### src/hw/rtl/epf_pkg.sv
// package for the eeg p2 packet framer: packet byte codes, switch phase
// constants, multiplier widths, byte escaping and sample shaping functions
// no dependencies
`default_nettype none

package epf_pkg;

  localparam logic [7:0] SyncA    = 8'hA5;
  localparam logic [7:0] SyncB    = 8'h5A;
  localparam logic [7:0] ProtoVer = 8'h02;
  localparam logic [7:0] EscByte  = 8'hA4;
  localparam logic [7:0] SwLow    = 8'h07;
  localparam logic [7:0] SwHigh   = 8'h0F;

  localparam int unsigned MaxChannels = 6;
  localparam int unsigned SampleW     = 24;
  localparam int unsigned ShapeW      = 10;

  localparam logic [4:0] PhaseLast = 5'd17;
  localparam logic [4:0] PhaseHigh = 5'd9;

  // shared multiplier operand widths
  localparam int unsigned MulAW = 21;
  localparam int unsigned MulBW = 14;
  localparam int unsigned MulPW = MulAW + MulBW;

  // ramp generator constants
  localparam int unsigned RampW = 14;
  localparam logic [8:0]       RampMid   = 9'd127;
  localparam logic [MulBW-1:0] RampAmp   = 14'd8950;
  localparam logic [MulBW-1:0] RampRecip = 14'd257;
  localparam logic [MulBW-1:0] RampDiv   = 14'd255;
  localparam logic signed [RampW-1:0] RampOfs = 14'sd639;

  function automatic logic [7:0] esc(input logic [7:0] b);
    esc = (b == SyncA) ? EscByte : b;
  endfunction

  // divide by 32 toward zero, then cap: negative nonzero and large go to 1023
  function automatic logic [ShapeW-1:0] shape(input logic signed [SampleW-1:0] v);
    if (!v[SampleW-1]) begin
      shape = (|v[SampleW-2:15]) ? '1 : v[14:5];
    end else begin
      shape = ((&v[SampleW-2:5]) && (|v[4:0])) ? '0 : '1;
    end
  endfunction

endpackage

`default_nettype wire

### src/hw/rtl/epf_mul.sv
// shared unsigned multiplier with registered product
// depends on epf_pkg for operand widths
`default_nettype none

module epf_mul import epf_pkg::*; (
  input  logic             clk_i,
  input  logic [MulAW-1:0] a_i,
  input  logic [MulBW-1:0] b_i,
  output logic [MulPW-1:0] p_o
);

  logic [MulPW-1:0] p_q;

  always_ff @(posedge clk_i) begin
    p_q <= MulPW'(a_i) * MulPW'(b_i);
  end

  assign p_o = p_q;

endmodule

`default_nettype wire

### src/hw/rtl/eeg_p2_packet_framer.sv
// Packet framer: one frame request in, one packet of 5 + 2*NUM_CHANNELS bytes
// out, one byte per output transaction. The request is taken only while the
// framer is idle. In synthetic mode each channel first runs the ramp states:
// four passes through the single shared multiplier that builds the ramp value,
// then its final correction. Output back-pressure holds the framer in its
// current byte state. Depends on epf_pkg and epf_mul.
`default_nettype none

module eeg_p2_packet_framer import epf_pkg::*; #(
  parameter int unsigned NUM_CHANNELS = 6
) (
  input  logic                       clk_i,
  input  logic                       rst_ni,
  input  logic                       cfg_we_i,
  input  logic                       cfg_wdata_i,
  input  logic                       in_valid_i,
  output logic                       in_ready_o,
  input  logic [7:0]                 frame_count_i,
  input  logic signed [SampleW-1:0]  chan_a_i,
  input  logic signed [SampleW-1:0]  chan_b_i,
  input  logic signed [SampleW-1:0]  chan_c_i,
  input  logic signed [SampleW-1:0]  chan_d_i,
  input  logic signed [SampleW-1:0]  chan_e_i,
  input  logic signed [SampleW-1:0]  chan_f_i,
  output logic                       out_valid_o,
  input  logic                       out_ready_i,
  output logic [7:0]                 out_byte_o,
  output logic                       last_byte_o
);

  localparam int unsigned ChW = $clog2(MaxChannels);
  localparam logic [ChW-1:0] LastCh = ChW'(NUM_CHANNELS - 1);

  typedef enum logic [3:0] {
    StIdle, StSyncA, StSyncB, StVer, StCount,
    StRamp1, StRamp2, StRamp3, StRamp4, StRamp5,
    StHi, StLo, StSwitch
  } state_e;

  state_e state_q, state_d;
  logic [ChW-1:0] ch_q, ch_d;
  logic synth_q, synth_d;
  logic [4:0] phase_q, phase_d;
  logic out_vld_q, out_vld_d;
  logic [7:0] out_byte_q, out_byte_d;
  logic out_last_q, out_last_d;

  // payload registers
  logic [7:0] count_q;
  logic signed [SampleW-1:0] chan_q [MaxChannels];
  logic neg_q, neg_d;
  logic [MulAW-1:0] x_q, x_d;
  logic [12:0] q0_q, q0_d;
  logic signed [RampW-1:0] ramp_q, ramp_d;
  logic [7:0] lo_q, lo_d;

  logic [MulAW-1:0] mul_a;
  logic [MulBW-1:0] mul_b;
  logic [MulPW-1:0] prod;

  logic out_free, accept;
  logic signed [8:0] r9;
  logic [7:0] mag;
  logic [MulAW-1:0] rem;
  logic [12:0] qv;
  logic signed [RampW-1:0] sv;
  logic signed [SampleW-1:0] src;
  logic [ShapeW-1:0] u;
  logic [4:0] phase_nx;

  epf_mul u_mul (
    .clk_i (clk_i),
    .a_i   (mul_a),
    .b_i   (mul_b),
    .p_o   (prod)
  );

  assign out_free = !out_vld_q || out_ready_i;
  assign accept   = (state_q == StIdle) && in_valid_i;

  assign r9  = $signed({1'b0, prod[7:0]}) - $signed(RampMid);
  assign mag = r9[8] ? 8'(-r9) : r9[7:0];
  assign rem = x_q - prod[MulAW-1:0];
  assign qv  = q0_q + 13'(rem >= MulAW'(RampDiv));
  assign sv  = neg_q ? -$signed({1'b0, qv}) : $signed({1'b0, qv});

  assign src = synth_q ? {{(SampleW-RampW){ramp_q[RampW-1]}}, ramp_q} : chan_q[ch_q];
  assign u   = shape(src);

  assign phase_nx = (phase_q >= PhaseLast) ? 5'd0 : phase_q + 5'd1;

  always_comb begin
    mul_a = '0;
    mul_b = '0;
    case (state_q)
      StRamp1: begin
        mul_a = MulAW'(count_q);
        mul_b = MulBW'(ch_q) + MulBW'(1);
      end
      StRamp2: begin
        mul_a = MulAW'(mag);
        mul_b = RampAmp;
      end
      StRamp3: begin
        mul_a = prod[MulAW-1:0];
        mul_b = RampRecip;
      end
      StRamp4: begin
        mul_a = MulAW'(prod[28:16]);
        mul_b = RampDiv;
      end
      default: ;
    endcase
  end

  always_comb begin
    state_d    = state_q;
    ch_d       = ch_q;
    phase_d    = phase_q;
    synth_d    = cfg_we_i ? cfg_wdata_i : synth_q;
    out_vld_d  = out_vld_q && !out_ready_i;
    out_byte_d = out_byte_q;
    out_last_d = out_last_q;
    neg_d      = neg_q;
    x_d        = x_q;
    q0_d       = q0_q;
    ramp_d     = ramp_q;
    lo_d       = lo_q;
    case (state_q)
      StIdle: begin
        if (in_valid_i) begin
          state_d = StSyncA;
        end
      end
      StSyncA, StSyncB, StVer: begin
        if (out_free) begin
          out_vld_d  = 1'b1;
          out_last_d = 1'b0;
          case (state_q)
            StSyncA: begin
              out_byte_d = SyncA;
              state_d    = StSyncB;
            end
            StSyncB: begin
              out_byte_d = SyncB;
              state_d    = StVer;
            end
            default: begin
              out_byte_d = ProtoVer;
              state_d    = StCount;
            end
          endcase
        end
      end
      StCount: begin
        if (out_free) begin
          out_vld_d  = 1'b1;
          out_last_d = 1'b0;
          out_byte_d = esc(count_q);
          ch_d       = '0;
          state_d    = synth_q ? StRamp1 : StHi;
        end
      end
      StRamp1: state_d = StRamp2;
      StRamp2: begin
        neg_d   = r9[8];
        state_d = StRamp3;
      end
      StRamp3: begin
        x_d     = prod[MulAW-1:0];
        state_d = StRamp4;
      end
      StRamp4: begin
        q0_d    = prod[28:16];
        state_d = StRamp5;
      end
      StRamp5: begin
        ramp_d  = sv + RampOfs;
        state_d = StHi;
      end
      StHi: begin
        if (out_free) begin
          out_vld_d  = 1'b1;
          out_last_d = 1'b0;
          out_byte_d = {6'b0, u[ShapeW-1:8]};
          lo_d       = esc(u[7:0]);
          state_d    = StLo;
        end
      end
      StLo: begin
        if (out_free) begin
          out_vld_d  = 1'b1;
          out_last_d = 1'b0;
          out_byte_d = lo_q;
          if (ch_q == LastCh) begin
            state_d = StSwitch;
          end else begin
            ch_d    = ch_q + ChW'(1);
            state_d = synth_q ? StRamp1 : StHi;
          end
        end
      end
      StSwitch: begin
        if (out_free) begin
          out_vld_d  = 1'b1;
          out_last_d = 1'b1;
          out_byte_d = (phase_nx >= PhaseHigh) ? SwHigh : SwLow;
          phase_d    = phase_nx;
          state_d    = StIdle;
        end
      end
      default: state_d = StIdle;
    endcase
  end

  always_ff @(posedge clk_i or negedge rst_ni) begin
    if (!rst_ni) begin
      state_q    <= StIdle;
      ch_q       <= '0;
      synth_q    <= 1'b0;
      phase_q    <= PhaseLast;
      out_vld_q  <= 1'b0;
      out_byte_q <= '0;
      out_last_q <= 1'b0;
    end else begin
      state_q    <= state_d;
      ch_q       <= ch_d;
      synth_q    <= synth_d;
      phase_q    <= phase_d;
      out_vld_q  <= out_vld_d;
      out_byte_q <= out_byte_d;
      out_last_q <= out_last_d;
    end
  end

  always_ff @(posedge clk_i) begin
    if (accept) begin
      count_q   <= frame_count_i;
      chan_q[0] <= chan_a_i;
      chan_q[1] <= chan_b_i;
      chan_q[2] <= chan_c_i;
      chan_q[3] <= chan_d_i;
      chan_q[4] <= chan_e_i;
      chan_q[5] <= chan_f_i;
    end
    neg_q  <= neg_d;
    x_q    <= x_d;
    q0_q   <= q0_d;
    ramp_q <= ramp_d;
    lo_q   <= lo_d;
  end

  assign in_ready_o  = (state_q == StIdle);
  assign out_valid_o = out_vld_q;
  assign out_byte_o  = out_byte_q;
  assign last_byte_o = out_last_q;

endmodule

`default_nettype wire

### config.mk
export PLATFORM = sky130hd
export DESIGN_NAME = eeg_p2_packet_framer
export DESIGN_NICKNAME = d
export VERILOG_FILES = /design/src/hw/rtl/epf_pkg.sv /design/src/hw/rtl/epf_mul.sv /design/src/hw/rtl/eeg_p2_packet_framer.sv
export SDC_FILE = /design/constraint.sdc
export NUM_CORES = 1
export LEC_CHECK = 0
export ABC_AREA = 1
export BUFFER_PORTS_ARGS = -buffer_cell sky130_fd_sc_hd__buf_2
export CELL_PAD_IN_SITES_DETAIL_PLACEMENT = 2
export CELL_PAD_IN_SITES_GLOBAL_PLACEMENT = 2
export CORE_MARGIN = 4
export CORE_UTILIZATION = 35
export DETAILED_ROUTE_END_ITERATION = 10
export GPL_ROUTABILITY_DRIVEN = 0
export GPL_TIMING_DRIVEN = 1
export PLACE_DENSITY_LB_ADDON = 0.08
export SLEW_MARGIN = 20
export SYNTH_ARGS = -nofsm -noshare
export SYNTH_HDL_FRONTEND = slang
export SYNTH_SLANG_ARGS = --single-unit
### constraint.sdc
create_clock -name clk_i -period 7.15 [get_ports clk_i]
set_input_delay 0.715 -clock clk_i [delete_from_list [all_inputs] [get_ports clk_i]]
set_output_delay 0.715 -clock clk_i [all_outputs]
set_load 0.02 [all_outputs]
==> reports/qor.txt <==
Hpwl dp = 53490 um
First-pass GRT wire length = 102600 um
Area growth syn-to-layout = 19.32%
Seq/Total Area, Yosys = 38.50%
Core Util, Final = 42.48%
Ys Warns = 0
Fmax achieved = 145.4 MHz
Final Non-Filler Cells = 3104
Flop pwr share = 23.4%
Max Transition Viols Final = 0
Avg Synthesized Cell Area = 9.320 um2
Layout fillers = 5933
Combinational Power Share = 57.8%
Clock transition at path regs = 0.06 ns
Lkg Pwr = 10.95 nW
Min Tclk post-route = 6.879 ns
Reg area = 0.007441 mm2
Die Span Y = 242.9 um
Crit start category = flop
GR Util All Layers = 22.32%
Distinct cell type count after synthesis = 58
Clk_lat worst skew = 0.54 ns
Top FF cell, synth = edfxtp_1
CP most frequent cell = nand2_1
Max FO, Critical Path = 7
Residual DRC = 0
Post-synth top area share = 32.50%
Post-synth top cells = 374 x nand2_1, 369 x inv_1, 242 x nor2_1
Global route total overflow = 0
Status = completed
Critical path type = flop to flop
Starting density of the core = 35.60%
Hold slack = 0.1801 ns
Psw = 4.565 mW
Total power = 9.702 mW
Post-route worst setup slack = 0.2708 ns
Pwr dens = 421.1 mW/mm2
Drt wl/cell = 21.36 um
FF+latch count, synth = 261
Synth area leaders = edfxtp_1 32%, fa_1 16%, ha_1 8.7%
Global Route met1 Usage = 27.22%
Clock Skews = 0.01583 ns
Worst hold path type = input port to asynchronous set/reset pin
Vias = 15500
H-tree depth = 2
Slew @ Worst Pin = 1.050 ns
DRT antenna net count = 0
Clk pwr share = 18.8%
Pre-CTS setup slack = -0.01366 ns
Worst vdd ir = 0.2327 mV
TNS Setup = 0 ns
Arr. time, crit path = 7.29 ns
1st-iter DRT viols = 616
Core area = 0.05424 mm2
Slew headroom = 29.58%
Largest net degree at the start of global routing = 144
CTS Buf Count = 34
CP Data Required Time = 7.56 ns
Fin crit share = 96.21%
Slowest CP cell = fa_1
Post-Syn Area = 0.01931 mm2
Met2 GRT Util = 41.72%
Number of max-cap violations = 0
Routed Wire Length = 66290 um
Top Usage Layer GRT = met2
Clk sinks = 261
Internal = 5.137 mW
Layout cells sized above 1 = 16.38%
Delay of the slowest critical-path stage = 0.55 ns
GRT met3 Usage = 3.642%
Ys async rst share = 8.812%
Final number of hold-violating endpoints = 0
Die W = 242.9 um
CTS tree = done
Dpl cells = 3030
Most frequent cell after synthesis = nand2_1
CTS max path bufs = 3
Initial antenna violation count = 7
Area leader, netlist = edfxtp_1
EDFF count, synth = 209
Number of global-route vias before repair = 17540
Final setup viols = 0
Kind of end point of the critical path = flop
Switch share = 47.05%
Multi-input gate area = 0.01076 mm2
Drt via density = 4.992
Cell row count = 85
Gate count after technology mapping = 2072
Design area = 0.02304 mm2
IO buf count = 168
Clock root buffer = clkbuf_16
Final nets = 2832
TritonRoute pass-1 iters = 4
# IOs = 169
Area of the die = 0.05900 mm2
Post-DP Area = 0.02154 mm2
-- state kept, by name, indices dropped and copies added (netlist names), 3 cells and up --
| signal | flops |
|---|---|
| ramp_q | 14 |
| q0_q | 13 |
| x_q | 21 |
| u_mul.p_o | 29 |
| phase_q | 5 |
| chan_q | 144 |
| lo_q | 8 |
| state_q | 4 |
| ch_q | 3 |
| out_byte_o | 8 |
| count_q | 8 |
-- cells by family after synthesis --
logic type                 after synthesis  share of synthesized area, %
other                                    1                       0.01942
xor gates and xnor gates                63                         2.974
adders and majority gates              294                         25.23
DFF                                    261                         38.50
AOI/OAI and AO/OA                      239                         7.134
buffers and inverters                  415                         8.358
and+or+nand+nor                        798                         17.73
muxes                                    1                       0.05184
-- layout make-up --
type | instances | area share [%]
multi-input cells | 1469 | 46.69
well taps | 696 | 3.779
flip-flops and latches | 261 | 32.29
diodes | 2 | 0.02172
clock inverters | 20 | 1.108
repair buffers | 231 | 5.772
inverters | 383 | 6.250
clock buffers | 42 | 4.089
-- layer usage --
layer  vias up  part of all wire [%]
li1       7236                     -
met4         6                   1.9
met1      7956                    41
met5         -                 0.062
met2       217                    53
met3        80                   3.8
-- worst max-delay path, delay by kind of cell (launching register included) --
family / cells / cell delay (ns)
AO/OA/AOI/OAI: 3 / 0.46
XOR/XNOR: 2 / 0.32
adder cells (fa/ha/maj): 8 / 3.26
buffers and inverters: 6 / 0.54
flip-flops: 1 / 0.38
AND/OR/NAND/NOR: 14 / 1.81
-- layout by cell type, fill, tap and decap left out, types with 5 or more instances in the layout --
cell / n
o21ai_0: 85
o211ai_1: 7
o21ai_1: 10
xor2_1: 42
inv_1: 367
buf_2: 168
clkbuf_16: 35
o21bai_1: 7
clkinv_2: 5
nand2_1: 373
nor2_1: 236
nand4_1: 24
buf_4: 61
o22ai_1: 13
fa_1: 159
nand3_2: 8
conb_1: 74
dfxtp_1: 27
dfrtp_1: 20
nor3_1: 11
xnor2_1: 16
a31oi_1: 13
edfxtp_1: 209
a21oi_2: 11
a21oi_1: 61
a221oi_1: 10
inv_2: 14
clkinv_1: 6
nand3_1: 80
nand2_2: 15
ha_1: 129
nor2_2: 13
bufinv_16: 5
nor2_4: 12
-- path summary, 6_finish.rpt --
check	start	endpoint	slack, ns	cells past startpoint
setup / recovery	u_mul.p_o[1]$_DFF_P_	u_mul.p_o[24]$_DFF_P_	0.27	33
hold / removal	rst_ni	ch_q[2]$_DFFE_PN0P_	0.18	1
setup reg to reg	u_mul.p_o[1]$_DFF_P_	u_mul.p_o[24]$_DFF_P_	0.27	33
hold reg to reg	u_mul.p_o[12]$_DFF_P_	x_q[12]$_DFFE_PN_	0.44	0
max in group asynchronous	rst_ni	ch_q[0]$_DFFE_PN0P_	6.55	1
min in group clk_i	chan_e_i[7]	chan_q[4][7]$_DFFE_PP_	0.34	1
-- what timing repair did --
action | 4_1_cts | 5_1_grt
resized for setup | 3 | 48
setup buffers | 0 | 10
pin swaps | 0 | 7
hold buffers | 0 | 0
endpoints found under the setup margin | 5 | 19
-- power by group through the flow --
stage                     Clock (mW)  Sequential, mW  Combinational [mW]
after floorplan                    0            2.25                3.63
after global placement             0            2.28                5.20
after detailed placement           0            2.30                5.36
after CTS                       1.88            2.27                5.45
after global routing            1.95            2.30                6.34
final                           1.83            2.27                5.61
No activity file was read; power rests on OpenSTA's default activity.
